===== config.mk =====
export PLATFORM = sky130hd
export DESIGN_NAME = switch_debounce_long_press_core
export DESIGN_NICKNAME = d
export VERILOG_FILES = /design/src/rtl/sdlp_pkg.sv /design/src/rtl/switch_debounce_long_press_core.sv
export SDC_FILE = /design/constraint.sdc
export NUM_CORES = 1
export LEC_CHECK = 0
export BUFFER_PORTS_ARGS = -buffer_cell sky130_fd_sc_hd__buf_2
export CORE_MARGIN = 1.5
export CORE_UTILIZATION = 58
export DETAILED_ROUTE_END_ITERATION = 16
export PLACE_DENSITY = 0.83
export SLEW_MARGIN = 20
export SYNTH_ARGS = -nofsm -noshare
export SYNTH_HDL_FRONTEND = slang
export SYNTH_SLANG_ARGS = --single-unit

===== constraint.sdc =====
create_clock -name clk -period 8.25 [get_ports clk]
set_clock_uncertainty 0.2 [all_clocks]
set_input_delay 0.4125 -clock clk [delete_from_list [all_inputs] [get_ports clk]]
set_output_delay 0.4125 -clock clk [all_outputs]
set_load 0.02 [all_outputs]

===== src/rtl/sdlp_pkg.sv =====
// Shared types and constants for the switch debounce and long-press core.
// Holds the sample and event transaction structs, event codes and register
// indexes. No dependencies.
package sdlp_pkg;

  localparam int TICK_BITS_DEFAULT = 32;

  localparam logic [15:0] DEF_SAMPLE_INTERVAL = 16'd10;
  localparam logic [2:0]  DEF_STABLE_SAMPLES  = 3'd3;
  localparam logic [23:0] DEF_LONG_PRESS      = 24'd50000;
  localparam logic [23:0] DEF_CALL_HOLDOFF    = 24'd22000;
  localparam logic        DEF_START_MODE      = 1'b1;

  localparam int CFG_IDX_BITS  = 3;
  localparam int CFG_DATA_BITS = 24;

  typedef enum logic [CFG_IDX_BITS-1:0] {
    REG_SAMPLE_INTERVAL = 3'd0,
    REG_STABLE_SAMPLES  = 3'd1,
    REG_LONG_PRESS      = 3'd2,
    REG_CALL_HOLDOFF    = 3'd3,
    REG_START_MODE      = 3'd4
  } reg_idx_t;

  typedef enum logic [1:0] {
    EVT_PRESS  = 2'd0,
    EVT_CALL   = 2'd1,
    EVT_TOGGLE = 2'd2
  } evt_kind_t;

  typedef struct packed {
    logic [31:0] now_tick;
    logic        switch_level;
  } smp_t;

  typedef struct packed {
    evt_kind_t   event_kind;
    logic [31:0] press_start;
    logic [28:0] span_ms;
    logic        mode_now;
  } evt_t;

endpackage


===== src/rtl/switch_debounce_long_press_core.sv =====
// Switch debounce core with long-press protocol mode toggle.
// Depends on sdlp_pkg for transaction structs, event codes and register
// indexes.
//
// Usage: each sample transaction (smp_valid/smp_stall/smp_data) carries
// the free-running tick count and the raw active-low switch pin. The core
// samples the pin once the sample interval has passed, debounces it and
// emits at most one event transaction (evt_valid/evt_stall/evt_data) per
// sample: a press report in new mode, a call in old mode (subject to the
// holdoff), or a mode toggle when a press is held long enough.
// An accepted sample's event passes the decision register, which takes the
// debounce and event decision, and then the output register, which takes the
// divide by ten, done as a halving and a 32 by 32 reciprocal multiply. A new
// sample is accepted every cycle while smp_stall is low. When the receiver
// stalls, the output register holds its event and the decision register
// behind it still takes samples until one of them causes an event; after
// that smp_stall rises until the output moves.
// Configuration writes take effect at the next edge and should only be
// made while no event is in flight. Writing start_mode also loads the
// current mode. Synchronous reset restores all registers to their
// defaults and empties both pipeline registers.
module switch_debounce_long_press_core
  import sdlp_pkg::*;
#(
  parameter int TICK_BITS = TICK_BITS_DEFAULT
) (
  input  logic                     clk,
  input  logic                     rst,
  input  logic                     smp_valid,
  output logic                     smp_stall,
  input  smp_t                     smp_data,
  output logic                     evt_valid,
  input  logic                     evt_stall,
  output evt_t                     evt_data,
  input  logic                     cfg_write,
  input  logic [CFG_IDX_BITS-1:0]  cfg_index,
  input  logic [CFG_DATA_BITS-1:0] cfg_data
);

  // Stored ticks never exceed the 32-bit input, so they need at most NW bits.
  localparam int NW = (TICK_BITS < 32) ? TICK_BITS : 32;
  localparam int CW = (TICK_BITS > 24) ? TICK_BITS : 24;
  localparam int DW = (TICK_BITS > 34) ? TICK_BITS : 34;
  localparam logic [DW-1:0] SAT_LIMIT = DW'(64'd5368709120);
  localparam logic [31:0]   RECIP5    = 32'hCCCC_CCCD;
  localparam logic [28:0]   DUR_MAX   = 29'h1FFF_FFFF;

  typedef struct packed {
    evt_kind_t   kind;
    logic [31:0] press_start;
    logic [31:0] half_diff;
    logic        sat;
    logic        mode;
  } dec_t;

  // Configuration registers.
  logic [15:0] sample_interval;
  logic [2:0]  stable_samples;
  logic [23:0] long_press;
  logic [23:0] call_holdoff;

  // Debounce state.
  logic [NW-1:0] last_sample_at, last_sample_at_next;
  logic          previous_sample, previous_sample_next;
  logic          debounced_level, debounced_level_next;
  logic [2:0]    equal_count, equal_count_next;
  logic [NW-1:0] press_began, press_began_next;
  logic [NW-1:0] last_call_at, last_call_at_next;
  logic          hold_handled, hold_handled_next;
  logic          mode_is_new, mode_is_new_next;

  // Pipeline registers.
  logic a_valid, b_valid;
  dec_t a_reg, a_next;
  evt_t b_reg;

  logic a_go, smp_fire, emit_hit, toggle_hit;
  logic [NW-1:0]        now;
  logic [TICK_BITS-1:0] d_sample, d_call, d_press;
  logic [DW-1:0]        d_press_ext;
  logic                 sample_due, level_taken, call_ok;
  logic [63:0]          prod;

  assign a_go      = !b_valid || !evt_stall;
  assign smp_stall = a_valid && !a_go;
  assign smp_fire  = smp_valid && !smp_stall;

  assign now      = smp_data.now_tick[NW-1:0];
  assign d_sample = TICK_BITS'(now) - TICK_BITS'(last_sample_at);
  assign d_call   = TICK_BITS'(now) - TICK_BITS'(last_call_at);

  always_comb begin
    last_sample_at_next  = last_sample_at;
    previous_sample_next = previous_sample;
    debounced_level_next = debounced_level;
    equal_count_next     = equal_count;
    press_began_next     = press_began;
    last_call_at_next    = last_call_at;
    hold_handled_next    = hold_handled;
    mode_is_new_next     = mode_is_new;
    emit_hit             = 1'b0;
    toggle_hit           = 1'b0;
    level_taken          = 1'b0;
    call_ok              = 1'b0;
    a_next.kind          = EVT_PRESS;
    a_next.mode          = mode_is_new;

    sample_due = CW'(d_sample) >= CW'(sample_interval);

    if (smp_fire && sample_due) begin
      last_sample_at_next = now;
      if (smp_data.switch_level == previous_sample) begin
        if (equal_count < stable_samples) begin
          equal_count_next = equal_count + 3'd1;
        end
      end else begin
        equal_count_next     = 3'd0;
        previous_sample_next = smp_data.switch_level;
      end

      level_taken = (equal_count_next == stable_samples) &&
                    (smp_data.switch_level != debounced_level);
      if (level_taken) begin
        debounced_level_next = smp_data.switch_level;
        if (!smp_data.switch_level) begin
          press_began_next  = now;
          hold_handled_next = 1'b0;
        end else if (!hold_handled) begin
          if (mode_is_new) begin
            emit_hit    = 1'b1;
            a_next.kind = EVT_PRESS;
          end else begin
            // A stored call tick of zero means no call has been made yet.
            call_ok = (last_call_at == '0) || (CW'(d_call) >= CW'(call_holdoff));
            if (call_ok) begin
              emit_hit          = 1'b1;
              a_next.kind       = EVT_CALL;
              last_call_at_next = now;
            end
          end
        end
      end
    end

    // Hold time measured against the start tick after this sample's update.
    d_press = TICK_BITS'(now) - TICK_BITS'(press_began_next);

    if (smp_fire && sample_due && !debounced_level_next && !hold_handled_next &&
        (CW'(d_press) >= CW'(long_press))) begin
      toggle_hit        = 1'b1;
      emit_hit          = 1'b1;
      hold_handled_next = 1'b1;
      mode_is_new_next  = !mode_is_new;
      a_next.kind       = EVT_TOGGLE;
      a_next.mode       = !mode_is_new;
    end

    if (cfg_write && (cfg_index == REG_START_MODE)) begin
      mode_is_new_next = cfg_data[0];
    end

    d_press_ext        = DW'(d_press);
    a_next.press_start = 32'(press_began_next);
    a_next.sat         = d_press_ext >= SAT_LIMIT;
    a_next.half_diff   = d_press_ext[32:1];
  end

  always_ff @(posedge clk) begin
    if (rst) begin
      sample_interval <= DEF_SAMPLE_INTERVAL;
      stable_samples  <= DEF_STABLE_SAMPLES;
      long_press      <= DEF_LONG_PRESS;
      call_holdoff    <= DEF_CALL_HOLDOFF;
    end else if (cfg_write) begin
      unique case (cfg_index)
        REG_SAMPLE_INTERVAL: sample_interval <= cfg_data[15:0];
        REG_STABLE_SAMPLES:  stable_samples  <= cfg_data[2:0];
        REG_LONG_PRESS:      long_press      <= cfg_data;
        REG_CALL_HOLDOFF:    call_holdoff    <= cfg_data;
        // A start_mode write only loads the current mode, in the state update.
        REG_START_MODE:      ;
        default: ;
      endcase
    end
  end

  always_ff @(posedge clk) begin
    if (rst) begin
      last_sample_at  <= '0;
      previous_sample <= 1'b1;
      debounced_level <= 1'b1;
      equal_count     <= 3'd0;
      press_began     <= '0;
      last_call_at    <= '0;
      hold_handled    <= 1'b0;
      mode_is_new     <= DEF_START_MODE;
    end else begin
      last_sample_at  <= last_sample_at_next;
      previous_sample <= previous_sample_next;
      debounced_level <= debounced_level_next;
      equal_count     <= equal_count_next;
      press_began     <= press_began_next;
      last_call_at    <= last_call_at_next;
      hold_handled    <= hold_handled_next;
      mode_is_new     <= mode_is_new_next;
    end
  end

  // The divide by ten is a halving followed by a reciprocal multiply by five.
  assign prod = 64'(a_reg.half_diff) * 64'(RECIP5);

  always_ff @(posedge clk) begin
    if (rst) begin
      a_valid <= 1'b0;
      b_valid <= 1'b0;
    end else begin
      if (!smp_stall) begin
        a_valid <= smp_fire && emit_hit;
      end
      if (!b_valid || !evt_stall) begin
        b_valid <= a_valid;
      end
    end
  end

  always_ff @(posedge clk) begin
    if (!smp_stall) begin
      a_reg <= a_next;
    end
    if (!b_valid || !evt_stall) begin
      b_reg.event_kind  <= a_reg.kind;
      b_reg.press_start <= a_reg.press_start;
      b_reg.span_ms     <= a_reg.sat ? DUR_MAX : prod[62:34];
      b_reg.mode_now    <= a_reg.mode;
    end
  end

  assign evt_valid = b_valid;
  assign evt_data  = b_reg;

  // Input is only held off while the decision register is full.
  a_stall_needs_data: assert property (@(posedge clk) disable iff (rst)
    smp_stall |-> a_valid)
    else $error("sample stalled with an empty decision register");

  a_reset_empties: assert property (@(posedge clk)
    !rst && $past(rst) |-> !evt_valid && !a_valid)
    else $error("pipeline not empty after reset");

  a_toggle_reaches_dec: assert property (@(posedge clk) disable iff (rst)
    toggle_hit |=> a_valid && (a_reg.kind == EVT_TOGGLE) && (a_reg.mode == mode_is_new))
    else $error("mode toggle did not reach the decision register");

  a_full_pipe_holds: assert property (@(posedge clk) disable iff (rst)
    a_valid && b_valid && evt_stall |=> a_valid && b_valid && $stable(a_reg))
    else $error("stalled pipeline lost or changed an event");

endmodule


==> out/results.ini, run 1 <==
[floorplanning]
core_um2 = 47900
io_pins = 131
std_cell_rows = 80
die_w_um = 224
die_area_um2 = 50200
chipHeight_um = 224
initial_core_util_pct = 59.1

[layout]
fin_util_pct = 71.7
layout_commonest_cell = inv_1
fillers = 3471
final_cell_mix = inv_1, ha_1, buf_4
finalInstanceArea_um2 = 34400
area_delta_synth_final_pct = 21.2
seq_area_um2 = 7350
drive_gt1_share_pct = 20.7
nNetsFinal = 4183
multi_input_area_um2 = 19400
largest_reg_flops = 66

[setup_path]
required_ns = 8.51
critical-path-slowest-cell = or4_4
cp-start-kind = register
cp_top_family = simple AND/OR/NAND/NOR gates
path_max_fanout = 5
reg2reg_slack_ns = -0.74
crit_path_end_kind = register
worst-setup-path-type = register to register
crit_top_cell = nand2b_1
cp_slowest_stage_delay_ns = 0.45
arrival_ns = 9.25
crit_cells = 48
regToRegStartpoint = last_sample_at[0]
r2r-end = mode_is_new
path_buf_inv = 2
reg2reg_depth = 48

[flow_run]
max_cap_violations = 0

[sta]
period_minus_slack_ns = 8.99
setup_viol_count_final = 6
finalWorstSetupSlack_ns = -0.742
fin_crit_sh_pct = 109
hold_viol = 0
fmax_mhz = 111
worst_pin_slew_ns = 1.13
drv_slew = 0
setup_tns_ns = -3.52
rsz0062_at_grt = yes
slew_headroom_pct = 24.7

[grt]
grt_pass1_wl_mm = 120
track_usage_pct = 30.3
grt_pass1_vias = 23900
grt_overflow = 0
grt_max_degree = 69
antenna_found_initial = 3

[routing]
wl_per_cell_um = 18.8
vias = 22700
drc_errors = 0
first_pass_iters = 5
drtIter0Drc = 1277
routed_wl_mm = 76.3
vias_per_cell = 5.58
ant_nets = 0

[synth]
syn_nets = 3713
synth_cell_types = 90
seq_area_frac_synth_pct = 25.9
ys_warn_count = 0
synth-edff-count = 130
ys.flop_type = dfxtp_1
avgSynthCellArea_um2 = 9.62
synth.cell_area_um2 = 28400
syn_inst = 2948
ys_ff_latch = 302
async_flop_share_pct = 0

[worst_hold_path]
hold_start = smp_data[1]
hold_depth = 4
min_delay_worst_endpoint = last_sample_at[0]
hold_class = primary input to register

[outcome]
failed_checks = setup timing
status = complete, but fails checks

[cts]
clk_path_buf_depth = 3
cts_sinks = 302
clock_latency_ns = 0.57
cts_tree = built
numCtsBuffers = 37
clkTransAtPathRegs_ns = 0.06
htree_levels = 2
root_buffer = clkbuf_16

[placement]
placed_cell_area_um2 = 32000
dp_slack_ns = -0.866
io_buffers = 130
routabilityCongestion = 0.961
dp_hpwl_mm = 61.5

==> logic make-up after synthesis <==
group	synth area share, %
adder cells (fa/ha/maj)	37.4
AND/OR/NAND/NOR	11.1
buffers and inverters	8.41
AO/OA/AOI/OAI	11.8
flip-flops	25.9
XOR/XNOR	3.65
multiplexers	1.78
==> cell type report <==
type	instances	share of cell area, %
Multi-Input combinational cell	2026	56.4
Sequential cell	302	21.4
Timing Repair Buffer	498	10.2
Inverter	553	6.05
Clock buffer	41	2.83
Tap cell	615	2.24
Clock inverter	27	0.914
Antenna cell	1	0.00728
==> synth_stat cells, drive strengths merged, types with 3 or more instances <==
cell type,instances,area share [%]
and3,14,0.33
nand2,268,3.5
ha,454,20
o22ai,4,0.11
a2111oi,4,0.19
o21a,20,0.53
o31ai,7,0.23
xor2,37,1.1
xnor2,79,2.5
fa,246,17
or4,3,0.093
nor2,127,1.7
a31oi,16,0.38
nand2b,32,0.71
or3,12,0.26
inv,553,7.3
o221ai,3,0.11
a21o,53,1.4
or4bb,18,0.71
nand4bb,11,0.44
or2,7,0.15
nor3,26,0.46
a211o,10,0.31
o21bai,12,0.32
nand4,22,0.49
nor4,17,0.50
edfxtp,130,14
dfxtp,172,12
clkbuf,51,0.69
a211oi,22,0.60
buf,16,0.40
nand3,25,0.44
o211ai,21,0.56
nor2b,22,0.49
nand3b,13,0.34
mux2i,37,1.7
o21ai,108,1.9
a21oi,233,4.2
nor3b,3,0.079
a221oi,4,0.15
==> metal layers <==
metal / global-route usage, % / vias to the layer above / wire length [µm]
li1: - / 10800 / -
met3: 3.83 / 176 / 3170
met4: 11.6 / 4 / 2920
met5: 0 / - / 22
met1: 34.4 / 11100 / 29700
met2: 57.5 / 572 / 40600
==> through the flow <==
stage	cells	hold WS, ns
floorplan	2948	0.200
global placement	3931	0.201
detailed placement	3931	0.205
CTS	4041	0.0210
global route	4062	0.0525
finish	4063	0.0469
==> how the worst max path moves through the flow <==
| stage | from | endpoint | slack [ns] |
|---|---|---|---|
| floorplan | smp_data[1] | mode_is_new | -0.27 |
| global placement | smp_data[1] | mode_is_new | -0.77 |
| detailed placement | smp_data[1] | mode_is_new | -0.87 |
| CTS | last_sample_at[2] | mode_is_new | -0.58 |
| global route | last_sample_at[0] | mode_is_new | -1.22 |
| finish | last_sample_at[0] | mode_is_new | -0.74 |
==> worst register-to-register path, delay by kind of cell, from the launching register on <==
kind | cells | cell delay, ns
AND/OR/NAND/NOR | 21 | 3.21
AO/OA/AOI/OAI | 15 | 2.51
adder cells (fa/ha/maj) | 7 | 1.87
multiplexers | 2 | 0.41
flip-flops | 1 | 0.34
XOR/XNOR | 1 | 0.20
buffers and inverters | 2 | 0.17
==> repair_timing <==
action / CTS / global route
gates resized for setup: 28 / 99
buffers inserted: 18 / 21
hold buffers: 25 / 0
hold endpoints to repair: 60 / 0
pin swaps: 6 / 94
setup endpoints to repair: 14 / 16
Power of run 1 is left out: the tool's default activity adds up to more than one toggle a clock period on the data nets, which glitch-free logic cannot reach.
==> run 2: changes to the inputs <==
- GPL_TIMING_DRIVEN: unset -> 0
==> out/results.ini, run 2 (synthesis results as in run 1) <==
[sta]
hold_viol = 0
setup_viol_count_final = 6
fmax_mhz = 110
rsz0062_at_grt = yes
setup_tns_ns = -4.47
fin_crit_sh_pct = 111
finalWorstSetupSlack_ns = -0.882
drv_slew = 0
period_minus_slack_ns = 9.13
worst_pin_slew_ns = 1.03
slew_headroom_pct = 30.5

[layout]
final_cell_mix = inv_1, ha_1, nand2_1
seq_area_um2 = 7350
drive_gt1_share_pct = 14.5
antenna_cells = 0
area_delta_synth_final_pct = 16.8
stdcell_count = 3884
largest_reg_flops = 66
multi_input_area_um2 = 19500
layout_commonest_cell = inv_1
fillers = 3400
nNetsFinal = 4006

[grt]
grt_pass1_vias = 23700
grt_overflow = 0
antenna_found_initial = 2
grt_pass1_wl_mm = 119
grt_max_degree = 55
track_usage_pct = 30.4

[setup_path]
crit_path_end_kind = register
critical-path-slowest-cell = or4_4
reg2reg_depth = 49
path_max_fanout = 7
cp_slowest_stage_delay_ns = 0.45
arrival_ns = 9.40
worst-setup-path-type = register to register
required_ns = 8.52
cp-start-kind = register

[cts]
clkTransAtPathRegs_ns = 0.06
htree_levels = 2
clock_latency_ns = 0.58
clk_path_buf_depth = 3
root_buffer = clkbuf_16
cts_tree = built
numCtsBuffers = 36
cts_sinks = 302

[floorplanning]
die_w_um = 224
std_cell_rows = 80
die_area_um2 = 50200
chipHeight_um = 224
initial_core_util_pct = 59.1
io_pins = 131
core_um2 = 47900

[routing]
routed_wl_mm = 76.2
met2WireLength_mm = 38.4
top_layer_used = met5
drtIter0Drc = 1488
drt-met1-wl_mm = 28.5
vias_per_cell = 5.82
wl_per_cell_um = 19.6
vias = 22600
first_pass_iters = 6
drc_errors = 0
ant_nets = 0
wl_met3_mm = 4.63

[outcome]
failed_checks = setup timing
status = complete, but fails checks

[placement]
io_buffers = 127
dp.cells = 3692
routabilityCongestion = 0.975
dp_hpwl_mm = 59.9

[worst_hold_path]
hold_class = primary input to register
hold_depth = 3

[flow_run]
max_cap_violations = 0

run 2: metal layers:
metal,vias to the layer above,GRT usage (%)
met1,10900,34.7
met2,913,54.9
met4,2,17.5
met5,-,0
met3,284,3.67
li1,10500,-
run 2: worst paths after layout:
path,startpoint,to,slack (ns)
worst min register to register,a_reg[44],evt_data[40],0.21
worst max register to register,last_sample_at[0],mode_is_new,-0.88
worst min-delay path,smp_data[23],last_sample_at[22],0.02
worst max-delay path,last_sample_at[0],mode_is_new,-0.88
run 2: metrics by stage:
stage | cell area (µm²) | utilization, % | hold slack [ns] | worst slack, ns
floorplan | 28500 | - | 0.200 | -0.266
finish | 33100 | 69.1 | 0.0159 | -0.882
global placement | 29900 | 62.5 | 0.201 | -2.06
CTS | 32600 | 68.0 | 0.00387 | -0.781
global route | 33100 | 69.1 | 0.0195 | -1.18
detailed placement | 30000 | 62.6 | 0.205 | -2.18
run 2: critical path, delay by kind of cell, from the launching register on:
family	cells	cell delay, ns
compound gates	16	2.78
simple gates	19	2.73
fa+ha+maj	6	1.60
buf+inv	4	0.68
mux	2	0.44
flops	1	0.34
xor+xnor	2	0.24
run 2: what timing repair did:
| item | in CTS | in global routing |
|---|---|---|
| resized for setup | 92 | 52 |
| endpoints found under the hold margin | 87 | 0 |
| endpoints found under the setup margin | 22 | 15 |
| setup buffers | 48 | 32 |
| hold buffers | 47 | 0 |
| pin swaps | 45 | 52 |
| cloned | 0 | 1 |
run 2: final cells by class:
class / count / share of cell area (%)
Buffer: 66 / 0.971
Sequential cell: 302 / 22.2
Inverter: 553 / 6.27
Multi-Input combinational cell: 2026 / 58.9
Tap cell: 615 / 2.32
Timing Repair Buffer: 256 / 5.39
Clock buffer: 45 / 3.14
Clock inverter: 21 / 0.786
Power of run 2 is left out for the same reason.
